--- src/rtl/bia_pkg.sv ---
// bia_pkg: shared constants and request codes of the bitmap id allocator
// no dependencies; used by the interfaces, the controller and the top level

package bia_pkg;

	localparam int ID_W          = 8;
	localparam int REQ_W         = 2;
	localparam int BYTE_W        = 8;
	localparam int BIT_IX_W      = 3;
	localparam int BYTE_IX_W     = ID_W - BIT_IX_W;
	localparam int MAP_BYTES_DEF = 32;

	localparam logic [BYTE_W-1:0] BYTE_FULL = 8'hFF;
	localparam logic [BYTE_W-1:0] BYTE0_RST = 8'h01;

	typedef enum logic [REQ_W-1:0] {
		REQ_CLEAR = 2'd0,
		REQ_ALLOC = 2'd1,
		REQ_MARK  = 2'd2,
		REQ_QUERY = 2'd3
	} req_t;

endpackage

--- src/rtl/bia_req_if.sv ---
// bia_req_if: request channel (valid, ready, request kind and id)
// depends on bia_pkg for field widths

interface bia_req_if;
	logic                         valid;
	logic                         ready;
	logic [bia_pkg::REQ_W-1:0]    req_type;
	logic [bia_pkg::ID_W-1:0]     item_id;

	modport source (output valid, output req_type, output item_id, input ready);
	modport sink   (input valid, input req_type, input item_id, output ready);
endinterface

--- src/rtl/bia_rsp_if.sv ---
// bia_rsp_if: result channel (valid, ready, allocated id and query flag)
// depends on bia_pkg for field widths

interface bia_rsp_if;
	logic                      valid;
	logic                      ready;
	logic [bia_pkg::ID_W-1:0]  result_id;
	logic                      is_marked;

	modport source (output valid, output result_id, output is_marked, input ready);
	modport sink   (input valid, input result_id, input is_marked, output ready);
endinterface

--- src/rtl/bitmap_id_allocator.sv ---
// sequence: a clear goes straight to the result, mark and query read the addressed byte, allocate
//   scans the bytes; a result waits while the previous result is not yet taken
// throughput: one request at a time, the next is taken the cycle after the result is
//   registered; allocate is bound by the byte scan, one bitmap word read per cycle
// reset: arst_n clears all byte valid flags, so the map reads as only id 0 marked;
//   no clearing pass, a clear request does the same
// bitmap_id_allocator: top level, ties the sequencer to the bitmap ram
// depends on bia_pkg, bia_req_if, bia_rsp_if, bia_ram and bia_ctrl

module bitmap_id_allocator #(
	parameter int MAP_BYTES = bia_pkg::MAP_BYTES_DEF
) (
	input  logic       clk,
	input  logic       arst_n,
	bia_req_if.sink    req,
	bia_rsp_if.source  rsp
);

	// address width of the bitmap ram, one word per byte of ids
	localparam int AW = (MAP_BYTES > 1) ? $clog2(MAP_BYTES) : 1;

	// ram port, driven by the sequencer
	logic                        ram_we;
	logic [AW-1:0]               ram_addr;
	logic [bia_pkg::BYTE_W-1:0]  ram_wdata;
	logic [bia_pkg::BYTE_W-1:0]  ram_rdata;

	// sequencer: takes a transfer, reads the addressed byte (or walks the
	// bytes from the lowest for allocate), writes the updated byte back for mark
	// and allocate and holds the result in an output register until the sink takes it
	bia_ctrl #(
		.MAP_BYTES (MAP_BYTES)
	) u_ctrl (
		.clk       (clk),
		.arst_n    (arst_n),
		.req       (req),
		.rsp       (rsp),
		.ram_we    (ram_we),
		.ram_addr  (ram_addr),
		.ram_wdata (ram_wdata),
		.ram_rdata (ram_rdata)
	);

	// bitmap storage, one byte per word, read data in the cycle after the address
	bia_ram #(
		.WIDTH (bia_pkg::BYTE_W),
		.DEPTH (MAP_BYTES)
	) u_ram (
		.clk   (clk),
		.we    (ram_we),
		.addr  (ram_addr),
		.wdata (ram_wdata),
		.rdata (ram_rdata)
	);

endmodule

--- src/rtl/bia_ram.sv ---
// bia_ram: generic single-port synchronous ram, registered read
// no dependencies

module bia_ram #(
	parameter int WIDTH = 8,
	parameter int DEPTH = 32
) (
	input  logic                                   clk,
	input  logic                                   we,
	input  logic [(DEPTH > 1 ? $clog2(DEPTH) : 1)-1:0] addr,
	input  logic [WIDTH-1:0]                       wdata,
	output logic [WIDTH-1:0]                       rdata
);

	logic [WIDTH-1:0] mem [DEPTH];

	always_ff @(posedge clk) begin
		if (we) begin
			mem[addr] <= wdata;
		end
		rdata <= mem[addr];
	end

endmodule

--- src/rtl/bia_ctrl.sv ---
// bia_ctrl: request sequencer, byte valid flags and result register
// depends on bia_pkg, bia_req_if and bia_rsp_if; drives one bia_ram port

module bia_ctrl #(
	parameter int MAP_BYTES = bia_pkg::MAP_BYTES_DEF,
	localparam int AW = (MAP_BYTES > 1) ? $clog2(MAP_BYTES) : 1
) (
	input  logic                          clk,
	input  logic                          arst_n,
	bia_req_if.sink                       req,
	bia_rsp_if.source                     rsp,
	output logic                          ram_we,
	output logic [AW-1:0]                 ram_addr,
	output logic [bia_pkg::BYTE_W-1:0]    ram_wdata,
	input  logic [bia_pkg::BYTE_W-1:0]    ram_rdata
);

	localparam logic [AW-1:0] ADDR_LAST = AW'(MAP_BYTES - 1);

	typedef enum logic [1:0] {
		ST_IDLE,
		ST_RD,
		ST_SCAN,
		ST_DONE
	} state_t;

	state_t                               state_q;
	bia_pkg::req_t                        req_q;
	logic [bia_pkg::BIT_IX_W-1:0]         bit_q;
	logic [AW-1:0]                        addr_q;
	logic [MAP_BYTES-1:0]                 vld_q;
	logic [bia_pkg::ID_W-1:0]             res_id_q;
	logic                                 res_mark_q;
	logic                                 out_valid_q;
	logic [bia_pkg::ID_W-1:0]             out_id_q;
	logic                                 out_mark_q;

	logic                                 in_xfer;
	logic [bia_pkg::BYTE_IX_W-1:0]        byte_ix;
	logic [bia_pkg::BYTE_IX_W:0]          byte_ix_ext;
	logic                                 in_map;
	logic [bia_pkg::BYTE_W-1:0]           cur_byte;
	logic                                 fz_found;
	logic [bia_pkg::BIT_IX_W-1:0]         fz_k;
	logic                                 out_free;

	assign req.ready   = (state_q == ST_IDLE);
	assign in_xfer     = req.valid && req.ready;
	assign byte_ix     = req.item_id[bia_pkg::ID_W-1:bia_pkg::BIT_IX_W];
	assign byte_ix_ext = {1'b0, byte_ix};
	assign in_map      = byte_ix_ext < (bia_pkg::BYTE_IX_W + 1)'(MAP_BYTES);
	assign out_free    = !out_valid_q || rsp.ready;

	// bytes never written since the last clear read as their reset value
	always_comb begin
		if (vld_q[addr_q]) begin
			cur_byte = ram_rdata;
		end else if (addr_q == '0) begin
			cur_byte = bia_pkg::BYTE0_RST;
		end else begin
			cur_byte = '0;
		end
	end

	// lowest clear bit of the byte under scan
	always_comb begin
		fz_found = 1'b0;
		fz_k     = '0;
		for (int i = bia_pkg::BYTE_W - 1; i >= 0; i--) begin
			if (!cur_byte[i]) begin
				fz_found = 1'b1;
				fz_k     = bia_pkg::BIT_IX_W'(i);
			end
		end
	end

	always_comb begin
		ram_we    = 1'b0;
		ram_addr  = addr_q;
		ram_wdata = cur_byte | (bia_pkg::BYTE_W'(1) << bit_q);
		case (state_q)
			ST_IDLE: begin
				if (in_xfer && req.req_type != bia_pkg::REQ_ALLOC && in_map) begin
					ram_addr = byte_ix[AW-1:0];
				end else begin
					ram_addr = '0;
				end
			end
			ST_RD: begin
				ram_we = (req_q == bia_pkg::REQ_MARK);
			end
			ST_SCAN: begin
				if (fz_found) begin
					ram_we    = 1'b1;
					ram_wdata = cur_byte | (bia_pkg::BYTE_W'(1) << fz_k);
				end else if (addr_q != ADDR_LAST) begin
					ram_addr = addr_q + AW'(1);
				end
			end
			default: begin
				ram_we = 1'b0;
			end
		endcase
	end

	always_ff @(posedge clk or negedge arst_n) begin
		if (!arst_n) begin
			state_q     <= ST_IDLE;
			req_q       <= bia_pkg::REQ_CLEAR;
			bit_q       <= '0;
			addr_q      <= '0;
			vld_q       <= '0;
			res_id_q    <= '0;
			res_mark_q  <= 1'b0;
			out_valid_q <= 1'b0;
			out_id_q    <= '0;
			out_mark_q  <= 1'b0;
		end else begin
			if (ram_we) begin
				vld_q[ram_addr] <= 1'b1;
			end
			// in ST_DONE the output register is refilled or still held
			if (rsp.ready && state_q != ST_DONE) begin
				out_valid_q <= 1'b0;
			end
			case (state_q)
				ST_IDLE: begin
					if (in_xfer) begin
						req_q      <= bia_pkg::req_t'(req.req_type);
						bit_q      <= req.item_id[bia_pkg::BIT_IX_W-1:0];
						addr_q     <= ram_addr;
						res_id_q   <= '0;
						res_mark_q <= 1'b0;
						case (req.req_type)
							bia_pkg::REQ_CLEAR: begin
								vld_q   <= '0;
								state_q <= ST_DONE;
							end
							bia_pkg::REQ_ALLOC: begin
								state_q <= ST_SCAN;
							end
							default: begin
								state_q <= in_map ? ST_RD : ST_DONE;
							end
						endcase
					end
				end
				ST_RD: begin
					if (req_q == bia_pkg::REQ_QUERY) begin
						res_mark_q <= cur_byte[bit_q];
					end
					state_q <= ST_DONE;
				end
				ST_SCAN: begin
					if (fz_found) begin
						res_id_q <= {bia_pkg::BYTE_IX_W'(addr_q), fz_k};
						state_q  <= ST_DONE;
					end else if (addr_q == ADDR_LAST) begin
						state_q <= ST_DONE;
					end else begin
						addr_q <= ram_addr;
					end
				end
				ST_DONE: begin
					if (out_free) begin
						out_valid_q <= 1'b1;
						out_id_q    <= res_id_q;
						out_mark_q  <= res_mark_q;
						state_q     <= ST_IDLE;
					end
				end
				default: begin
					state_q <= ST_IDLE;
				end
			endcase
		end
	end

	assign rsp.valid     = out_valid_q;
	assign rsp.result_id = out_id_q;
	assign rsp.is_marked = out_mark_q;

endmodule
--- src/flat_wrapper.sv ---
// flat-port wrapper written by rule: the top's interface ports become plain ports
module bitmap_id_allocator_flat 
#(
	parameter int MAP_BYTES = bia_pkg::MAP_BYTES_DEF
)
  (clk, arst_n, req_valid, req_req_type, req_item_id, req_ready, rsp_valid, rsp_result_id, rsp_is_marked, rsp_ready);
  bia_req_if req_i ();
  bia_rsp_if rsp_i ();
  input  logic clk;
  input  logic arst_n;
  input wire logic [$bits(req_i.valid)-1:0] req_valid;
  input wire logic [$bits(req_i.req_type)-1:0] req_req_type;
  input wire logic [$bits(req_i.item_id)-1:0] req_item_id;
  output wire logic [$bits(req_i.ready)-1:0] req_ready;
  output wire logic [$bits(rsp_i.valid)-1:0] rsp_valid;
  output wire logic [$bits(rsp_i.result_id)-1:0] rsp_result_id;
  output wire logic [$bits(rsp_i.is_marked)-1:0] rsp_is_marked;
  input wire logic [$bits(rsp_i.ready)-1:0] rsp_ready;
  assign req_i.valid = req_valid;
  assign req_i.req_type = req_req_type;
  assign req_i.item_id = req_item_id;
  assign req_ready = req_i.ready;
  assign rsp_valid = rsp_i.valid;
  assign rsp_result_id = rsp_i.result_id;
  assign rsp_is_marked = rsp_i.is_marked;
  assign rsp_i.ready = rsp_ready;
  bitmap_id_allocator #(.MAP_BYTES(MAP_BYTES)) u_core (.clk(clk), .arst_n(arst_n), .req(req_i), .rsp(rsp_i));
endmodule
--- config.mk ---
export PLATFORM = sky130hd
export DESIGN_NAME = bitmap_id_allocator_flat
export DESIGN_NICKNAME = d
export VERILOG_FILES = /design/src/rtl/bia_pkg.sv /design/src/rtl/bia_req_if.sv /design/src/rtl/bia_rsp_if.sv /design/src/rtl/bitmap_id_allocator.sv /design/src/rtl/bia_ram.sv /design/src/rtl/bia_ctrl.sv /design/src/flat_wrapper.sv
export SDC_FILE = /design/constraint.sdc
export NUM_CORES = 1
export LEC_CHECK = 0
export ABC_AREA = 1
export BUFFER_PORTS_ARGS = -buffer_cell sky130_fd_sc_hd__buf_2
export CORE_ASPECT_RATIO = 1.25
export CORE_UTILIZATION = 35
export CTS_CLUSTER_SIZE = 25
export DETAILED_ROUTE_END_ITERATION = 10
export GPL_TIMING_DRIVEN = 0
export PLACE_DENSITY_LB_ADDON = 0.12
export SLEW_MARGIN = 20
export SYNTH_ARGS = -nofsm -noshare
export SYNTH_HDL_FRONTEND = slang
export SYNTH_SLANG_ARGS = --single-unit
--- constraint.sdc ---
create_clock -name clk -period 13.55 [get_ports clk]
set_input_delay 2.71 -clock clk [delete_from_list [all_inputs] [get_ports clk]]
set_output_delay 2.71 -clock clk [all_outputs]
set_load 0.01 [all_outputs]
==> reports/results.ini <==
[critical_path]
endpoint_kind=register
path_max_fanout=10
cp-startpoint=req_req_type[1]
critPathTopFamily=simple AND/OR/NAND/NOR gates
reg2reg_from=u_core.u_ctrl.addr_q[3]
crit_path_max_incr_delay_ns=0.81
path_cells=buf_2, inv_1, a21oi_1, nand2_1, nand2_1, inv_1, nand3_1, nand2_1, buf_2, nor2_1, inv_2, nor2_1, inv_2, nor2_1
arrival_ns=5.36
required_ns=13.70
slowest_stage=nor2_1
start_kind=input port
critical_path_class=input port to register
cp.buffers_inverters=6

[logic_synthesis]
synthTopCellsByArea=edfxtp_1 52%, nand2_1 17%, dfrtp_1 11%
yosysWarnings=0
syn_nets=1555
synth-seq-cells=327
netlist_instances=1535
synth_edf_count=256
avgSynthCellArea_sq_um=9.554
syn_area_sq_um=14670
synthArstFlopShare=0.1927
synth_top_area_cell=edfxtp_1
ys_types=42
ys_seq_area_frac=0.6426
synth_top_area_frac=0.5242
synth-main-ff-cell=edfxtp_1

[sta]
relSlewSlack=0.2511
hold_viol=0
fin_tns_setup_ns=0
setup_ws_ns=8.346
post-route-min-period_ns=5.204
grt_setup_unrepaired=no
fmax_mhz=192.2
tightest_slew_ns=1.119
setup_viol=0
drv_slew=0
finClkSkew_ns=0.01606
period_share=0.3841
whs_ns=0.4778

[global_routing]
grt_pass1_vias=10784
grt_antenna_before_repair=0
grt_start_max_net_pins=55
grt_pass1_wl_mm=70.08
overflow=0
grt.total_usage=0.2291

[floorplanning]
rows=83
core_sq_um=41230
fp.dieArea_sq_um=42730
die_h_microns=230.9
pin_count=25
initial_core_util=0.3557
die_width_microns=185.1

[worst_hold_path]
hp-class=register to register
min_from=u_core.u_ctrl.rsp.result_id[1]

[clock_network]
cts_resized=0
cts.clk_slew.worst_paths_ns=0.06
clk_latency_ns=0.54
htree_levels=2
cts.sinks=327
cts_root_buffer=clkbuf_16
postCtsSetupBuffers=0
cts_buffer_depth=3
cts-hold-fix-buffers=0
numCtsBuffers=37
cts_tree=done

[drt]
wire_per_inst_microns=21.52
first_pass_iters=5
drtAntennaViolNets=0
first_iter_violations=997
totalWireLength_mm=47.34
routed-via-count=10931
remaining_drc_errors=0
vias_per_cell=4.969

[final_layout]
drive_gt1_frac=0.1244
final_cell_mix=657 x nand2_1, 256 x edfxtp_1, 165 x nand3_1
fillers=4118
final_common_cell=nand2_1
antenna_cells=0
num-nets-final=1642
area_growth_syn_to_layout_pct=15.97

[run_status]
status=completed

[flow_run]
maxCapViolCount=0

[place]
gp_congestion=0.8773
dp_hpwl_mm=33.67
pre_cts_ws_ns=7.828
io_buffer_count=24

worst min-delay path, delay by kind of cell, from the launching register on:
| kind | cells | cell delay [ns] |
|---|---|---|
| DFF | 1 | 0.34 |
| and+or+nand+nor | 1 | 0.05 |
| AOI/OAI and AO/OA | 1 | 0.06 |
cells in the mapped netlist, types with 4 or more instances:
cell type    n
buf_2       28
nand2_2      6
o21ai_0     23
a21oi_1     12
mux2_2       6
clkbuf_1    35
nor2_1     121
nand3_1    165
nand2_1    658
nor2_4       4
inv_1       56
nor2_2      19
inv_2       15
edfxtp_1   256
o21ai_1      4
nor2_8       4
dfrtp_1     63
nand4_1      9
buf_1        5
o311ai_0     4
dfxtp_1      8
ha_1         6
metal layers:
metal	wire length, microns	vias up	GRT usage
met2	23500	322	0.3923
li1	-	5239	-
met3	2125	85	0.02982
met5	0	-	0
met4	1924	0	0.09530
met1	19800	5285	0.2894
worst paths after layout:
check | slack (ns) | cells past startpoint | end
worst max register to register | 9.03 | 16 | u_core.u_ram.mem[2][6]
min in group asynchronous | 2.01 | 1 | u_core.u_ctrl.bit_q[0]
worst min register to register | 0.48 | 2 | u_core.u_ctrl.rsp.result_id[1]
worst max-delay path | 8.35 | 14 | u_core.u_ram.mem[3][6]
worst min-delay path | 0.48 | 2 | u_core.u_ctrl.rsp.result_id[1]
max in group asynchronous | 11.03 | 2 | u_core.u_ctrl.vld_q[13]
per-stage QoR:
stage               cell area (sq um)    util  cells
floorplan                       14670       -   1535
global placement                15480  0.3754   2111
detailed placement              15840  0.3842   2135
CTS                             17010  0.4125   2200
global route                    17010  0.4125   2200
finish                          17010  0.4125   2200
layout make-up:
cell class / count / area, sq um / area share
clock buffers: 50 / 1047 / 0.06158
flip-flops and latches: 327 / 9424 / 0.5541
multi-input cells: 1065 / 4742 / 0.2788
well taps: 552 / 690.7 / 0.04061
inverters: 73 / 276.5 / 0.01626
clock inverters: 15 / 120.1 / 0.007062
repair buffers: 48 / 397.9 / 0.02339
plain buffers: 70 / 309.0 / 0.01817
logic make-up (layout without fill, tap and decap cells):
family                   count (synthesis)  after routing  share of synthesized area
AND/OR/NAND/NOR                        994            994                     0.2827
XOR/XNOR                                 2              2                   0.001195
adder cells (fa/ha/maj)                  6              6                   0.005119
flip-flops                             327            327                     0.6426
AO/OA/AOI/OAI                           57             57                    0.02389
buffers and inverters                  143            256                    0.03993
multiplexers                             6              6                   0.004607
registers in the layout, summed over array words and instances, names as in the netlist:
register / flops
u_core.u_ram.mem: 256
u_core.u_ctrl.state_q: 2
u_core.u_ctrl.rsp.is_marked: 1
u_core.u_ram.rdata: 8
u_core.u_ctrl.rsp.valid: 1
u_core.u_ctrl.bit_q: 3
u_core.u_ctrl.rsp.result_id: 8
u_core.u_ctrl.req_q: 2
u_core.u_ctrl.addr_q: 5
u_core.u_ctrl.res_mark_q: 1
u_core.u_ctrl.vld_q: 32
u_core.u_ctrl.res_id_q: 8
Power is not shown: default switching activity piles up to over one toggle a cycle in this logic, so the estimate is an artifact.
